### src/msr_pkg.sv
// Shared types, constants and the helper function of the servo ramp block.
`timescale 1ns / 1ps
`default_nettype none

package msr_pkg;

    // Channels that own limit bytes in the configuration registers.
    localparam int LIMIT_CH       = 10;
    localparam int LIMITS_PER_REG = 5;
    localparam int ANGLE_W        = 8;
    localparam int PULSE_W        = 12;
    localparam int CHAN_W         = 4;
    localparam int CFG_DATA_W     = 40;
    localparam int CFG_INDEX_W    = 3;
    localparam int PRESENT_W      = 10;

    // Operation codes of an input transaction.
    localparam logic OP_SWITCH = 1'b0;
    localparam logic OP_TICK   = 1'b1;

    localparam logic [ANGLE_W-1:0] ANGLE_MAX   = 8'd180;
    localparam logic [ANGLE_W-1:0] ANGLE_START = 8'd90;

    // pulse = 500 + angle * 2000 / 180, with the division done as a Q16
    // reciprocal multiply: 2000 / 180 * 65536 rounded up.
    localparam logic [PULSE_W-1:0] PULSE_BASE  = 12'd500;
    localparam logic [19:0]        PULSE_SCALE = 20'd728178;
    localparam int                 PULSE_SHIFT = 16;
    localparam int                 PROD_W      = 28;

    // Task queue between front and back.
    localparam int QUEUE_DEPTH = 2;
    localparam int QPTR_W      = 1;
    localparam int QCNT_W      = 2;

    typedef enum logic [CFG_INDEX_W-1:0] {
        CFG_LOWER_FIRST  = 3'd0,
        CFG_LOWER_SECOND = 3'd1,
        CFG_UPPER_FIRST  = 3'd2,
        CFG_UPPER_SECOND = 3'd3,
        CFG_PRESENT      = 3'd4
    } msr_cfg_index_t;

    typedef enum logic [2:0] {
        EV_START     = 3'd0,
        EV_DRIVE     = 3'd1,
        EV_BUSY      = 3'd2,
        EV_BAD       = 3'd3,
        EV_NO_LIMITS = 3'd4
    } msr_event_t;

    typedef enum logic [1:0] {
        B_IDLE,
        B_CMD,
        B_DRIVE,
        B_SCAN
    } msr_back_state_t;

    // One decoded transaction, as the front hands it to the back.
    typedef struct packed {
        logic               tick;
        logic               bad;
        logic               has_limits;
        logic [CHAN_W-1:0]  channel;
        logic [ANGLE_W-1:0] target;
    } msr_task_t;

    typedef struct packed {
        msr_event_t         kind;
        logic [CHAN_W-1:0]  channel;
        logic [ANGLE_W-1:0] angle;
        logic [PULSE_W-1:0] pulse_width;
        logic               reached;
        logic               last;
    } msr_result_t;

    function automatic logic [PULSE_W-1:0] pulse_of(input logic [ANGLE_W-1:0] deg);
        logic [PROD_W-1:0] prod;
        prod = PROD_W'(deg) * PROD_W'(PULSE_SCALE);
        return PULSE_BASE + PULSE_W'(prod >> PULSE_SHIFT);
    endfunction

endpackage

`default_nettype wire

### src/msr_in_if.sv
// Command and tick input channel.
`timescale 1ns / 1ps
`default_nettype none

interface msr_in_if;
    logic                          valid;
    logic                          ready;
    logic                          operation;
    logic [msr_pkg::CHAN_W-1:0]    channel;
    logic                          switch_on;

    modport source (output valid, output operation, output channel, output switch_on,
                    input ready);
    modport sink   (input valid, input operation, input channel, input switch_on,
                    output ready);
endinterface

`default_nettype wire

### src/msr_out_if.sv
// Result output channel.
`timescale 1ns / 1ps
`default_nettype none

interface msr_out_if;
    logic                          valid;
    logic                          ready;
    logic [2:0]                    event_kind;
    logic [msr_pkg::CHAN_W-1:0]    out_channel;
    logic [msr_pkg::ANGLE_W-1:0]   angle;
    logic [msr_pkg::PULSE_W-1:0]   pulse_width;
    logic                          reached;
    logic                          last;

    modport source (output valid, output event_kind, output out_channel, output angle,
                    output pulse_width, output reached, output last, input ready);
    modport sink   (input valid, input event_kind, input out_channel, input angle,
                    input pulse_width, input reached, input last, output ready);
endinterface

`default_nettype wire

### src/msr_cfg_if.sv
// Configuration write channel.
`timescale 1ns / 1ps
`default_nettype none

interface msr_cfg_if;
    logic                              valid;
    logic                              ready;
    logic [msr_pkg::CFG_INDEX_W-1:0]   index;
    logic [msr_pkg::CFG_DATA_W-1:0]    data;

    modport source (output valid, output index, output data, input ready);
    modport sink   (input valid, input index, input data, output ready);
endinterface

`default_nettype wire

### src/msr_front.sv
// Front end: configuration registers, command decode and limit lookup.
`timescale 1ns / 1ps
`default_nettype none

module msr_front #(
    parameter int CHANNELS = 10
) (
    input  wire logic              clk,
    input  wire logic              rst_n,
    msr_cfg_if.sink                cfg,
    msr_in_if.sink                 item,
    input  wire logic              full,
    output logic                   push,
    output msr_pkg::msr_task_t     push_data
);

    logic [msr_pkg::CFG_DATA_W-1:0] lower_first_reg;
    logic [msr_pkg::CFG_DATA_W-1:0] lower_second_reg;
    logic [msr_pkg::CFG_DATA_W-1:0] upper_first_reg;
    logic [msr_pkg::CFG_DATA_W-1:0] upper_second_reg;
    logic [msr_pkg::PRESENT_W-1:0]  present_reg;

    logic [msr_pkg::ANGLE_W-1:0] lo_lim [msr_pkg::LIMIT_CH];
    logic [msr_pkg::ANGLE_W-1:0] up_lim [msr_pkg::LIMIT_CH];
    logic [msr_pkg::ANGLE_W-1:0] limit;
    logic                        in_table;

    assign cfg.ready = 1'b1;

    always_ff @(posedge clk or negedge rst_n)
    begin
        if (!rst_n)
        begin
            lower_first_reg  <= '0;
            lower_second_reg <= '0;
            upper_first_reg  <= '0;
            upper_second_reg <= '0;
            present_reg      <= '0;
        end
        else if (cfg.valid)
        begin
            case (msr_pkg::msr_cfg_index_t'(cfg.index))
                msr_pkg::CFG_LOWER_FIRST:  lower_first_reg  <= cfg.data;
                msr_pkg::CFG_LOWER_SECOND: lower_second_reg <= cfg.data;
                msr_pkg::CFG_UPPER_FIRST:  upper_first_reg  <= cfg.data;
                msr_pkg::CFG_UPPER_SECOND: upper_second_reg <= cfg.data;
                msr_pkg::CFG_PRESENT:      present_reg      <= cfg.data[msr_pkg::PRESENT_W-1:0];
                default: ;
            endcase
        end
    end

    // Unpack the limit bytes, channel 0 in the low byte of each first register.
    always_comb
    begin
        for (int i = 0; i < msr_pkg::LIMITS_PER_REG; i++)
        begin
            lo_lim[i]                          = lower_first_reg[8*i +: 8];
            lo_lim[i + msr_pkg::LIMITS_PER_REG] = lower_second_reg[8*i +: 8];
            up_lim[i]                          = upper_first_reg[8*i +: 8];
            up_lim[i + msr_pkg::LIMITS_PER_REG] = upper_second_reg[8*i +: 8];
        end
    end

    assign in_table = (int'(item.channel) < msr_pkg::LIMIT_CH);
    assign limit    = !in_table      ? '0 :
                      item.switch_on ? up_lim[item.channel] : lo_lim[item.channel];

    assign item.ready = !full;
    assign push       = item.valid && !full;

    always_comb
    begin
        push_data.tick       = (item.operation == msr_pkg::OP_TICK);
        push_data.bad        = (int'(item.channel) >= CHANNELS);
        push_data.has_limits = in_table && present_reg[item.channel];
        push_data.channel    = item.channel;
        push_data.target     = (limit > msr_pkg::ANGLE_MAX) ? msr_pkg::ANGLE_MAX : limit;
    end

endmodule

`default_nettype wire

### src/msr_queue.sv
// Two-entry task queue between the front and back ends.
`timescale 1ns / 1ps
`default_nettype none

module msr_queue (
    input  wire logic                  clk,
    input  wire logic                  rst_n,
    input  wire logic                  push,
    input  wire msr_pkg::msr_task_t    push_data,
    output logic                       full,
    input  wire logic                  pop,
    output msr_pkg::msr_task_t         pop_data,
    output logic                       not_empty
);

    msr_pkg::msr_task_t                 entry_reg [msr_pkg::QUEUE_DEPTH];
    logic [msr_pkg::QPTR_W-1:0]         wr_ptr_reg;
    logic [msr_pkg::QPTR_W-1:0]         wr_ptr_next;
    logic [msr_pkg::QPTR_W-1:0]         rd_ptr_reg;
    logic [msr_pkg::QPTR_W-1:0]         rd_ptr_next;
    logic [msr_pkg::QCNT_W-1:0]         count_reg;
    logic [msr_pkg::QCNT_W-1:0]         count_next;

    assign full      = (count_reg == msr_pkg::QCNT_W'(msr_pkg::QUEUE_DEPTH));
    assign not_empty = (count_reg != '0);
    assign pop_data  = entry_reg[rd_ptr_reg];

    always_comb
    begin
        wr_ptr_next = push ? wr_ptr_reg + 1'b1 : wr_ptr_reg;
        rd_ptr_next = pop  ? rd_ptr_reg + 1'b1 : rd_ptr_reg;
        count_next  = count_reg;
        if (push && !pop)
        begin
            count_next = count_reg + 1'b1;
        end
        else if (pop && !push)
        begin
            count_next = count_reg - 1'b1;
        end
    end

    always_ff @(posedge clk or negedge rst_n)
    begin
        if (!rst_n)
        begin
            wr_ptr_reg <= '0;
            rd_ptr_reg <= '0;
            count_reg  <= '0;
        end
        else
        begin
            wr_ptr_reg <= wr_ptr_next;
            rd_ptr_reg <= rd_ptr_next;
            count_reg  <= count_next;
        end
    end

    always_ff @(posedge clk)
    begin
        if (push)
        begin
            entry_reg[wr_ptr_reg] <= push_data;
        end
    end

    a_count_bound: assert property (@(posedge clk) disable iff (!rst_n)
        count_reg <= msr_pkg::QCNT_W'(msr_pkg::QUEUE_DEPTH))
        else $error("task queue count above depth");

    a_no_underflow: assert property (@(posedge clk) disable iff (!rst_n)
        pop |-> count_reg != '0)
        else $error("task queue popped while empty");

endmodule

`default_nettype wire

### src/msr_back.sv
// Back end: channel state, command execution, tick scan and result register.
`timescale 1ns / 1ps
`default_nettype none

module msr_back #(
    parameter int CHANNELS = 10
) (
    input  wire logic                  clk,
    input  wire logic                  rst_n,
    input  wire logic                  q_valid,
    input  wire msr_pkg::msr_task_t    q_data,
    output logic                       q_pop,
    msr_out_if.source                  result
);

    localparam int IDX_W = (CHANNELS > 1) ? $clog2(CHANNELS) : 1;

    msr_pkg::msr_back_state_t   state_reg;
    msr_pkg::msr_back_state_t   state_next;
    msr_pkg::msr_task_t         cur_reg;
    msr_pkg::msr_task_t         cur_next;
    logic [IDX_W-1:0]           idx_reg;
    logic [IDX_W-1:0]           idx_next;
    logic [CHANNELS-1:0]        busy_reg;
    logic [CHANNELS-1:0]        busy_next;

    logic [msr_pkg::ANGLE_W-1:0] pos_mem  [CHANNELS];
    logic [msr_pkg::ANGLE_W-1:0] goal_mem [CHANNELS];
    logic                        pos_we;
    logic [msr_pkg::ANGLE_W-1:0] pos_wdata;
    logic                        goal_we;

    msr_pkg::msr_result_t       res_reg;
    msr_pkg::msr_result_t       res_next;
    logic                       res_valid_reg;
    logic                       res_valid_next;
    logic                       out_load;
    logic                       out_free;

    logic                        busy_sel;
    logic                        busy_above;
    logic                        accept_cmd;
    logic [msr_pkg::ANGLE_W-1:0] pos_cur;
    logic [msr_pkg::ANGLE_W-1:0] goal_cur;
    logic [msr_pkg::ANGLE_W-1:0] pos_step;

    assign out_free = !res_valid_reg || result.ready;
    assign busy_sel = busy_reg[idx_reg];
    assign pos_cur  = pos_mem[idx_reg];
    assign goal_cur = goal_mem[idx_reg];

    // Any busy channel above the one under the scan pointer ends the tick when clear.
    always_comb
    begin
        busy_above = 1'b0;
        for (int i = 0; i < CHANNELS; i++)
        begin
            busy_above = busy_above | (busy_reg[i] && (i > int'(idx_reg)));
        end
    end

    assign pos_step   = (pos_cur < goal_cur) ? pos_cur + 1'b1 :
                        (pos_cur > goal_cur) ? pos_cur - 1'b1 : pos_cur;
    assign accept_cmd = !cur_reg.bad && !busy_sel && cur_reg.has_limits;

    // Next state.
    always_comb
    begin
        state_next = state_reg;
        case (state_reg)
            msr_pkg::B_IDLE:
            begin
                if (q_valid)
                begin
                    state_next = q_data.tick ? msr_pkg::B_SCAN : msr_pkg::B_CMD;
                end
            end
            msr_pkg::B_CMD:
            begin
                if (out_free)
                begin
                    state_next = accept_cmd ? msr_pkg::B_DRIVE : msr_pkg::B_IDLE;
                end
            end
            msr_pkg::B_DRIVE:
            begin
                if (out_free)
                begin
                    state_next = msr_pkg::B_IDLE;
                end
            end
            msr_pkg::B_SCAN:
            begin
                if ((!busy_sel || out_free) && !busy_above)
                begin
                    state_next = msr_pkg::B_IDLE;
                end
            end
            default: state_next = msr_pkg::B_IDLE;
        endcase
    end

    // Datapath controls and result composition.
    always_comb
    begin
        q_pop     = 1'b0;
        cur_next  = cur_reg;
        idx_next  = idx_reg;
        busy_next = busy_reg;
        pos_we    = 1'b0;
        pos_wdata = pos_step;
        goal_we   = 1'b0;
        out_load  = 1'b0;
        res_next  = res_reg;
        case (state_reg)
            msr_pkg::B_IDLE:
            begin
                if (q_valid)
                begin
                    q_pop    = 1'b1;
                    cur_next = q_data;
                    idx_next = q_data.tick ? '0 : IDX_W'(q_data.channel);
                end
            end
            msr_pkg::B_CMD:
            begin
                if (out_free)
                begin
                    out_load             = 1'b1;
                    res_next.channel     = cur_reg.channel;
                    res_next.angle       = '0;
                    res_next.pulse_width = '0;
                    res_next.reached     = 1'b0;
                    res_next.last        = 1'b1;
                    if (cur_reg.bad)
                    begin
                        res_next.kind = msr_pkg::EV_BAD;
                    end
                    else if (busy_sel)
                    begin
                        res_next.kind = msr_pkg::EV_BUSY;
                    end
                    else if (!cur_reg.has_limits)
                    begin
                        res_next.kind = msr_pkg::EV_NO_LIMITS;
                    end
                    else
                    begin
                        res_next.kind      = msr_pkg::EV_START;
                        res_next.angle     = cur_reg.target;
                        res_next.last      = 1'b0;
                        goal_we            = 1'b1;
                        pos_we             = 1'b1;
                        pos_wdata          = msr_pkg::ANGLE_START;
                        busy_next[idx_reg] = (cur_reg.target != msr_pkg::ANGLE_START);
                    end
                end
            end
            msr_pkg::B_DRIVE:
            begin
                if (out_free)
                begin
                    out_load             = 1'b1;
                    res_next.kind        = msr_pkg::EV_DRIVE;
                    res_next.channel     = cur_reg.channel;
                    res_next.angle       = msr_pkg::ANGLE_START;
                    res_next.pulse_width = msr_pkg::pulse_of(msr_pkg::ANGLE_START);
                    res_next.reached     = (cur_reg.target == msr_pkg::ANGLE_START);
                    res_next.last        = 1'b1;
                end
            end
            msr_pkg::B_SCAN:
            begin
                if (busy_sel && out_free)
                begin
                    out_load             = 1'b1;
                    pos_we               = 1'b1;
                    busy_next[idx_reg]   = (pos_step != goal_cur);
                    res_next.kind        = msr_pkg::EV_DRIVE;
                    res_next.channel     = msr_pkg::CHAN_W'(idx_reg);
                    res_next.angle       = pos_step;
                    res_next.pulse_width = msr_pkg::pulse_of(pos_step);
                    res_next.reached     = (pos_step == goal_cur);
                    res_next.last        = !busy_above;
                end
                if ((!busy_sel || out_free) && busy_above)
                begin
                    idx_next = idx_reg + 1'b1;
                end
            end
            default: ;
        endcase
        res_valid_next = out_load ? 1'b1 : (result.ready ? 1'b0 : res_valid_reg);
    end

    always_ff @(posedge clk or negedge rst_n)
    begin
        if (!rst_n)
        begin
            state_reg     <= msr_pkg::B_IDLE;
            busy_reg      <= '0;
            res_valid_reg <= 1'b0;
            idx_reg       <= '0;
        end
        else
        begin
            state_reg     <= state_next;
            busy_reg      <= busy_next;
            res_valid_reg <= res_valid_next;
            idx_reg       <= idx_next;
        end
    end

    always_ff @(posedge clk)
    begin
        cur_reg <= cur_next;
        res_reg <= res_next;
        if (pos_we)
        begin
            pos_mem[idx_reg] <= pos_wdata;
        end
        if (goal_we)
        begin
            goal_mem[idx_reg] <= cur_reg.target;
        end
    end

    assign result.valid       = res_valid_reg;
    assign result.event_kind  = res_reg.kind;
    assign result.out_channel = res_reg.channel;
    assign result.angle       = res_reg.angle;
    assign result.pulse_width = res_reg.pulse_width;
    assign result.reached     = res_reg.reached;
    assign result.last        = res_reg.last;

    a_start_then_drive: assert property (@(posedge clk) disable iff (!rst_n)
        out_load && res_next.kind == msr_pkg::EV_START |=> state_reg == msr_pkg::B_DRIVE)
        else $error("started result not followed by first drive");

    a_reached_clears_busy: assert property (@(posedge clk) disable iff (!rst_n)
        out_load && res_next.kind == msr_pkg::EV_DRIVE && res_next.reached
        |=> !busy_reg[$past(idx_reg)])
        else $error("channel still busy after reaching target");

    a_position_range: assert property (@(posedge clk) disable iff (!rst_n)
        state_reg == msr_pkg::B_SCAN && busy_sel |-> pos_cur <= msr_pkg::ANGLE_MAX)
        else $error("busy channel position beyond travel");

endmodule

`default_nettype wire

### src/multichannel_servo_ramp.sv
// Top level of the multichannel servo ramp driver.
//
// Switch commands and step ticks enter on the item channel; results leave on the
// result channel, each transaction carrying one result, with last set on the final
// result of an input transaction. In the back end a command answers from the
// command state, and one that starts a move goes on to the drive state (started,
// then a drive pulse at 90 degrees). A tick scans channels from 0 upward, one channel
// per cycle while no busy channel's result waits on the receiver, and stops after
// the highest busy channel; a tick with no busy channel gives no result. Result
// back-pressure holds the back end while a finished result waits on a receiver that
// is not ready. The front end decodes commands and looks up clamped limits while the
// back end works, and a two-deep queue between them lets the item channel keep
// accepting. Limit and limits-present registers are written on the cfg channel,
// which is always ready; write them only while the block is idle. Position and goal
// of a channel are only meaningful while that channel is busy.
`timescale 1ns / 1ps
`default_nettype none

module multichannel_servo_ramp #(
    parameter int CHANNELS = 10
) (
    input  wire logic  clk,
    input  wire logic  rst_n,
    msr_cfg_if.sink    cfg,
    msr_in_if.sink     item,
    msr_out_if.source  result
);

    // Task hand-off between front and back.
    logic                 push;
    logic                 full;
    logic                 pop;
    logic                 not_empty;
    msr_pkg::msr_task_t   push_data;
    msr_pkg::msr_task_t   pop_data;

    // Decode commands, hold configuration.
    msr_front #(
        .CHANNELS (CHANNELS)
    ) u_front (
        .clk       (clk),
        .rst_n     (rst_n),
        .cfg       (cfg),
        .item      (item),
        .full      (full),
        .push      (push),
        .push_data (push_data)
    );

    // Buffer decoded transactions so the input keeps flowing during a tick scan.
    msr_queue u_queue (
        .clk       (clk),
        .rst_n     (rst_n),
        .push      (push),
        .push_data (push_data),
        .full      (full),
        .pop       (pop),
        .pop_data  (pop_data),
        .not_empty (not_empty)
    );

    // Execute commands and ticks, own the channel state and the result register.
    msr_back #(
        .CHANNELS (CHANNELS)
    ) u_back (
        .clk     (clk),
        .rst_n   (rst_n),
        .q_valid (not_empty),
        .q_data  (pop_data),
        .q_pop   (pop),
        .result  (result)
    );

endmodule

`default_nettype wire

### src/flat_wrapper.sv
// flat-port wrapper written by rule: the top's interface ports become plain ports
module multichannel_servo_ramp_flat 
#(
    parameter int CHANNELS = 10
)
  (clk, rst_n, cfg_valid, cfg_index, cfg_data, cfg_ready, item_valid, item_operation, item_channel, item_switch_on, item_ready, result_valid, result_event_kind, result_out_channel, result_angle, result_pulse_width, result_reached, result_last, result_ready);
  msr_cfg_if cfg_i ();
  msr_in_if item_i ();
  msr_out_if result_i ();
  input  wire logic clk;
  input  wire logic rst_n;
  input wire logic [$bits(cfg_i.valid)-1:0] cfg_valid;
  input wire logic [$bits(cfg_i.index)-1:0] cfg_index;
  input wire logic [$bits(cfg_i.data)-1:0] cfg_data;
  output wire logic [$bits(cfg_i.ready)-1:0] cfg_ready;
  input wire logic [$bits(item_i.valid)-1:0] item_valid;
  input wire logic [$bits(item_i.operation)-1:0] item_operation;
  input wire logic [$bits(item_i.channel)-1:0] item_channel;
  input wire logic [$bits(item_i.switch_on)-1:0] item_switch_on;
  output wire logic [$bits(item_i.ready)-1:0] item_ready;
  output wire logic [$bits(result_i.valid)-1:0] result_valid;
  output wire logic [$bits(result_i.event_kind)-1:0] result_event_kind;
  output wire logic [$bits(result_i.out_channel)-1:0] result_out_channel;
  output wire logic [$bits(result_i.angle)-1:0] result_angle;
  output wire logic [$bits(result_i.pulse_width)-1:0] result_pulse_width;
  output wire logic [$bits(result_i.reached)-1:0] result_reached;
  output wire logic [$bits(result_i.last)-1:0] result_last;
  input wire logic [$bits(result_i.ready)-1:0] result_ready;
  assign cfg_i.valid = cfg_valid;
  assign cfg_i.index = cfg_index;
  assign cfg_i.data = cfg_data;
  assign cfg_ready = cfg_i.ready;
  assign item_i.valid = item_valid;
  assign item_i.operation = item_operation;
  assign item_i.channel = item_channel;
  assign item_i.switch_on = item_switch_on;
  assign item_ready = item_i.ready;
  assign result_valid = result_i.valid;
  assign result_event_kind = result_i.event_kind;
  assign result_out_channel = result_i.out_channel;
  assign result_angle = result_i.angle;
  assign result_pulse_width = result_i.pulse_width;
  assign result_reached = result_i.reached;
  assign result_last = result_i.last;
  assign result_i.ready = result_ready;
  multichannel_servo_ramp #(.CHANNELS(CHANNELS)) u_core (.clk(clk), .rst_n(rst_n), .cfg(cfg_i), .item(item_i), .result(result_i));
endmodule
### config.mk
export PLATFORM = sky130hd
export DESIGN_NAME = multichannel_servo_ramp_flat
export DESIGN_NICKNAME = d
export VERILOG_FILES = /design/src/msr_pkg.sv /design/src/msr_in_if.sv /design/src/msr_out_if.sv /design/src/msr_cfg_if.sv /design/src/msr_front.sv /design/src/msr_queue.sv /design/src/msr_back.sv /design/src/multichannel_servo_ramp.sv /design/src/flat_wrapper.sv
export SDC_FILE = /design/constraint.sdc
export NUM_CORES = 1
export LEC_CHECK = 0
export BUFFER_PORTS_ARGS = -buffer_cell sky130_fd_sc_hd__buf_2
export CAP_MARGIN = 20
export CELL_PAD_IN_SITES_DETAIL_PLACEMENT = 0
export CELL_PAD_IN_SITES_GLOBAL_PLACEMENT = 1
export CORE_MARGIN = 1
export CORE_UTILIZATION = 52
export DETAILED_ROUTE_END_ITERATION = 10
export PLACE_DENSITY = 0.86
export SYNTH_ARGS = -nofsm -noshare
export SYNTH_HDL_FRONTEND = slang
export SYNTH_HIERARCHICAL = 1
export SYNTH_SLANG_ARGS = --single-unit
### constraint.sdc
create_clock -name clk -period 12.11 [get_ports clk]
set_clock_uncertainty 0.15 [all_clocks]
set_input_delay 2.422 -clock clk [delete_from_list [all_inputs] [get_ports clk]]
set_output_delay 2.422 -clock clk [all_outputs]
set_load 0.01 [all_outputs]
Word level (Yosys, flattened, before mapping)
Memory sizes are Yosys's and may differ from the RTL's. Cells that the tools add are included.

Output and inout bits: 32. Register bits: 234. Bits in latches: 0. Bits in read-only memories: 0. Memories: 3. Word-level logic and storage cells: 204. Input bits: 54. Memory bits (writable): 190.

Memories: u_core.u_back.goal_mem (depth 10, bits a word 8, read ports 1, clocked after memory_dff 0, write ports 1, RTL line msr_back.sv:28) `logic [msr_pkg::ANGLE_W-1:0] goal_mem [CHANNELS];`; u_core.u_back.pos_mem (depth 10, bits a word 8, read ports 1, clocked after memory_dff 0, write ports 1, RTL line msr_back.sv:27) `logic [msr_pkg::ANGLE_W-1:0] pos_mem [CHANNELS];`; u_core.u_queue.entry_reg (depth 2, bits a word 15, read ports 1, clocked after memory_dff 0, write ports 1, RTL line msr_queue.sv:16) `msr_pkg::msr_task_t entry_reg [msr_pkg::QUEUE_DEPTH];`.

Shifts and indexed selects: 0. Mux-type cells: 75. $mul: 1. Divide/modulo/power cells: 0. Bitwise gates (word level): 9. Reduce and logical (&&, ||, !) cells: 47. Eq/ne operators: 21. Add/subtract/negate cells: 8. Order comparisons: 18.

Operators with widths (number): $mux W8 (17); $mux W29 (3); $pmux W29 S3 (1); $bmux W8 S4 (2); $mux W10 (5); $mul A8 B19 Y27 const B (1); $mux W1 (23); $bwmux W10 (2); $pmux W10 S2 (1); $logic_and A1 B1 Y1 (19); $gt A3 B4 Y1 const A (4); $mux W2 (8); $ne A2 B2 Y1 const B (8); $add A9 B12 Y12 const A (1); $mux W4 (3); $reduce_and A2 Y1 (6); $lt A4 B5 Y1 const B (2); $reduce_bool A2 Y1 (5); $mux W3 (3); $add A8 B1 Y8 const B (1); $bmux W1 S4 (2); $eq A8 B7 Y1 const B (1); $eq A8 B8 Y1 (1); $gt A2 B4 Y1 const A (2); other kinds (37) (58).

Logic depth before layout (Yosys ltp)
Depth after elaboration: 14. Mapped depth: 41. Depth with buffers taken out: 34.

Modules after synthesis
Netlist, hierarchy kept.

By module, submodules not included: msr_back (sequential area each 6521.3 um^2, cells an instance 972, area each 12250.5 um^2, instances 1); msr_front (sequential area each 4254.1 um^2, cells an instance 547, area each 8013.9 um^2, instances 1); msr_queue (sequential area each 1001.0 um^2, cells an instance 63, area each 1323.8 um^2, instances 1).

Worst setup path before layout
Ideal clock, no wire load.

Path type: flip-flop to flip-flop. Start: register u_core.u_back.idx_reg[0]. End: register u_core.u_back.res_reg, in the netlist u_core/u_back/result.pulse_width[11], data pin. Stages on the path, launching flop included: 38. Setup time: 260 ps. Period minus slack after synthesis: 9845 ps. Buffers on the path: 7. Required time: 11700 ps. Arrival: 9434 ps. Slack: 2265 ps. Path through: dfrtp_1 buf_6 buf_6 buf_4 buf_2 buf_2 buf_2 buf_2 mux4_2 nand2_1 nand2_1 o21ai_0 ha_1 a21oi_1 o21a_1 and3_1 nand2_1 nor2_1 (+2 left out) inv_1 fa_1 inv_1 ha_1 inv_1 fa_1 inv_1 fa_1 ha_1 a21o_1 a21o_1 a311oi_1 o21ai_0 o311ai_0 o211ai_2 nor3_4 nor3_2 mux2_4.

Word-level cells in the longest chain between the ends: 8. Elaborated cells on any way between the ends: 12. Those cells by class: add/sub: 3; mul: 1; order compare: 2; mux: 4; memory: 2.

Ends and longest elaborated chain: start, declared (RTL line msr_back.sv:22) `logic [IDX_W-1:0] idx_reg;`; start signal, assigned (RTL line msr_back.sv:210) `idx_reg <= idx_next;`; $mem_v2 Z10 W8, on equally long branches; $sub A8 B1 Y8 / $gt A8 B8 Y1 (equally long branches) (RTL line msr_back.sv:63) `(pos_cur > goal_cur) ? pos_cur - 1'b1 : pos_cur;`; $mux W8 (RTL line msr_back.sv:63); $mux W8 (*) (RTL line msr_back.sv:62) `assign pos_step = (pos_cur < goal_cur) ? pos_cur + 1'b1 :`; $mul A8 B19 Y27 (*) (RTL line msr_pkg.sv:79) `prod = PROD_W'(deg) * PROD_W'(PULSE_SCALE);`; $add A9 B12 Y12 (*) (RTL line msr_pkg.sv:80) `return PULSE_BASE + PULSE_W'(prod >> PULSE_SHIFT);`; $mux W29 (*) (RTL line msr_back.sv:174) `if (busy_sel && out_free)`; $pmux W29 S3 (*) (RTL line msr_back.sv:115) `case (state_reg)`; end signal, assigned (RTL line msr_back.sv:217) `res_reg <= res_next;`; end, declared (RTL line msr_back.sv:33) `msr_pkg::msr_result_t res_reg;`.

Every way passes the cells marked *; elsewhere a longest branch is shown, timed or not. The select of a mux whose other input is x is not followed. A chain may end at the register's enable or synchronous reset.

Worst setup path after layout
Ends and elaborated chain as after synthesis.

==> impl_metrics.toml <==
[grt]
grt_pass1_vias = 13600
grt_start_max_net_pins = 119
grt_pass1_wl_mm = 76.0
grt-ovfl-total = 0
antenna_found_initial = 3
grt_usage = 0.236

[critical_path]
r2r_end = "u_core/u_back/result.pulse_width[11]"
worst_setup_path_start_kind = "flop"
critPathMaxFanout = 27
cp-startpoint = "u_core/u_back/idx_reg[0]"
cp_common_cell = "inv_1"
regToRegSetupSlack_ns = 1.32
worstRegToRegCells = 31
reg2reg_from = "u_core/u_back/idx_reg[0]"
slowest_stage = "dfrtp_2"
arrival_ns = 10.97
end_kind = "flop"
crit_type = "reg2reg"
worstPathRequired_ns = 12.29
slowest_delay_ns = 0.87

[timing]
maxSlewHeadroom = 0.276
fin_hold_ws_ns = 0.329
period_share = 0.891
setup-violations-final = 0
fmax_ghz = 0.0926
period_needed_ns = 10.79
drv_slew = 0
worstMarginPinSlew_ns = 1.08
tns_ns = 0
rsz0062_at_grt = "no"
hold_viol = 0

[synth]
yosys-top-cells-area = "edfxtp_1 32%, dfrtp_1 22%, mux2_1 9.3%"
synthCells = 1582
synth_warnings = 6
synth_edf_count = 233
synth_top_area_share = 0.324
synth_cell_types = 87
yosysSeqAreaShare = 0.545
syn-num-nets = 1739
syn-cell-area_um2 = 21600
ys.flop_type = "edfxtp_1"
ys_ff_latch = 424
yosys.area.top_type = "edfxtp_1"
synthArstFlopShare = 0.450
avgSynthCellArea_um2 = 13.6

[cts]
clk_pin_slew_ns = 0.06
cts_setup_buffers = 0
cts_tree = "done"
postCtsResizedCells = 0
cts_root_buf = "clkbuf_16"
htreeDepth = 2
cts_buffers = 45
clockBufferDepth = 3
clock_latency_ns = 0.57
clkSinkCount = 424
cts-hold-fix-buffers = 0

[floorplan]
ios = 86
num_rows = 74
dieArea_um2 = 42300
die_x_um = 206
die_height_um = 206
fp.coreArea_um2 = 40900
initial_core_util = 0.528

[outcome]
status = "finished clean"

[place]
port-buffer-count = 84
dpl_cell_area_um2 = 22400
routabilityCongestion = 0.950
dp_hpwl_mm = 32.7

[final_layout]
top_regs = "u_core/u_back/goal_mem (80), u_core/u_back/pos_mem (80)"
finish.instance_area_um2 = 23900
syn_to_final_growth_pct = 10.8
layout-drive-gt1-share = 0.170
fin_nets = 1807
final_util = 0.585
fillCellCount = 3242

[flow_run]
max_cap_violations = 0

[drt]
first_iter_violations = 854
ant_nets = 0
num_vias = 13200
wl_per_cell_um = 21.8
firstDrtPassIters = 7
wl_mm = 48.3
drc = 0
vias_per_cell = 5.95

[min_path]
hp-class = "reg2reg"
min_from = "u_core/u_front/lower_second_reg[7]"
whs_path_depth = 1
hold_end = "u_core/u_front/lower_second_reg[7]"
==> worst max-delay path: cells and delay by family, from the launching register on <==
| family | cells | cell delay [ns] |
|---|---|---|
| buffers and inverters | 6 | 1.03 |
| muxes | 3 | 0.96 |
| AOI/OAI and AO/OA | 9 | 3.17 |
| adders and majority gates | 6 | 2.59 |
| and+or+nand+nor | 6 | 1.03 |
| DFF | 1 | 0.87 |
| xor gates and xnor gates | 1 | 0.71 |
==> layer usage <==
layer	GRT usage	wire length, µm	up-vias
met5	0	0	-
met4	0.0683	1030	0
met3	0.0394	2560	72
met2	0.397	23900	353
met1	0.314	20900	6768
li1	-	-	6018
==> cells in the mapped netlist, types with 15 or more instances <==
cell	number
fa_1	24
a21o_1	27
dfrtp_1	191
mux2i_1	49
nor2_1	80
inv_1	73
nand3_1	28
and2_1	15
mux2_2	27
o21ai_0	44
mux2_1	178
mux4_2	50
xnor2_1	18
nand2_1	109
clkbuf_1	34
ha_1	79
buf_1	17
edfxtp_1	233
a21oi_1	58
nor2b_1	18
==> layout make-up <==
class / instances / area [µm²] / share of cell area
clock buffers: 58 / 1220 / 0.0508
repair buffers: 102 / 567 / 0.0237
flip-flops and latches: 424 / 11800 / 0.492
inverters: 74 / 280 / 0.0117
clock inverters: 25 / 315 / 0.0132
multi-input cells: 1003 / 9100 / 0.380
well taps: 532 / 666 / 0.0278
diodes: 4 / 10.0 / 0.000418
==> cell families (layout without fill, tap and decap cells) <==
group,after synthesis,count (layout),share of synthesized area
DFF,424,424,0.545
and+or+nand+nor,324,324,0.0735
muxes,320,320,0.195
AOI/OAI and AO/OA,226,226,0.0704
buffers and inverters,155,259,0.0343
adders and majority gates,103,103,0.0680
xor gates and xnor gates,29,29,0.0126
other,1,5,0.000174
==> worst max-delay path by stage <==
stage	to	slack [ns]	depth (start not counted)
after floorplan	u_core/u_back/result.pulse_width[11]	2.27	37
after global placement	u_core/u_back/result.pulse_width[11]	1.69	31
after detailed placement	u_core/u_back/result.pulse_width[11]	1.38	31
after CTS	u_core/u_back/result.pulse_width[11]	1.34	31
after global routing	u_core/u_back/result.pulse_width[11]	0.60	31
final	u_core/u_back/result.pulse_width[11]	1.32	31
==> cells in the final DEF (no fill, tap or decap), types with 46 or more instances in the layout <==
master	Yosys	routed
mux4_2	50	50
edfxtp_1	233	233
nand2_1	109	109
dfrtp_1	191	190
nor2_1	80	79
buf_2	10	82
clkbuf_16	0	46
ha_1	79	79
mux2i_1	49	49
mux2_1	178	178
inv_1	73	73
a21oi_1	58	58
==> metrics by stage <==
step | setup slack (ns) | std cells
3_3_place_gp | 1.69 | 2134
4_1_cts | 1.34 | 2217
5_1_grt | 0.595 | 2219
3_5_place_dp | 1.38 | 2134
6_report | 1.32 | 2222
2_1_floorplan | 2.27 | 1582
Power is left out: the tool's default activity adds up to more than one toggle a clock period on the data nets, which glitch-free logic cannot reach.
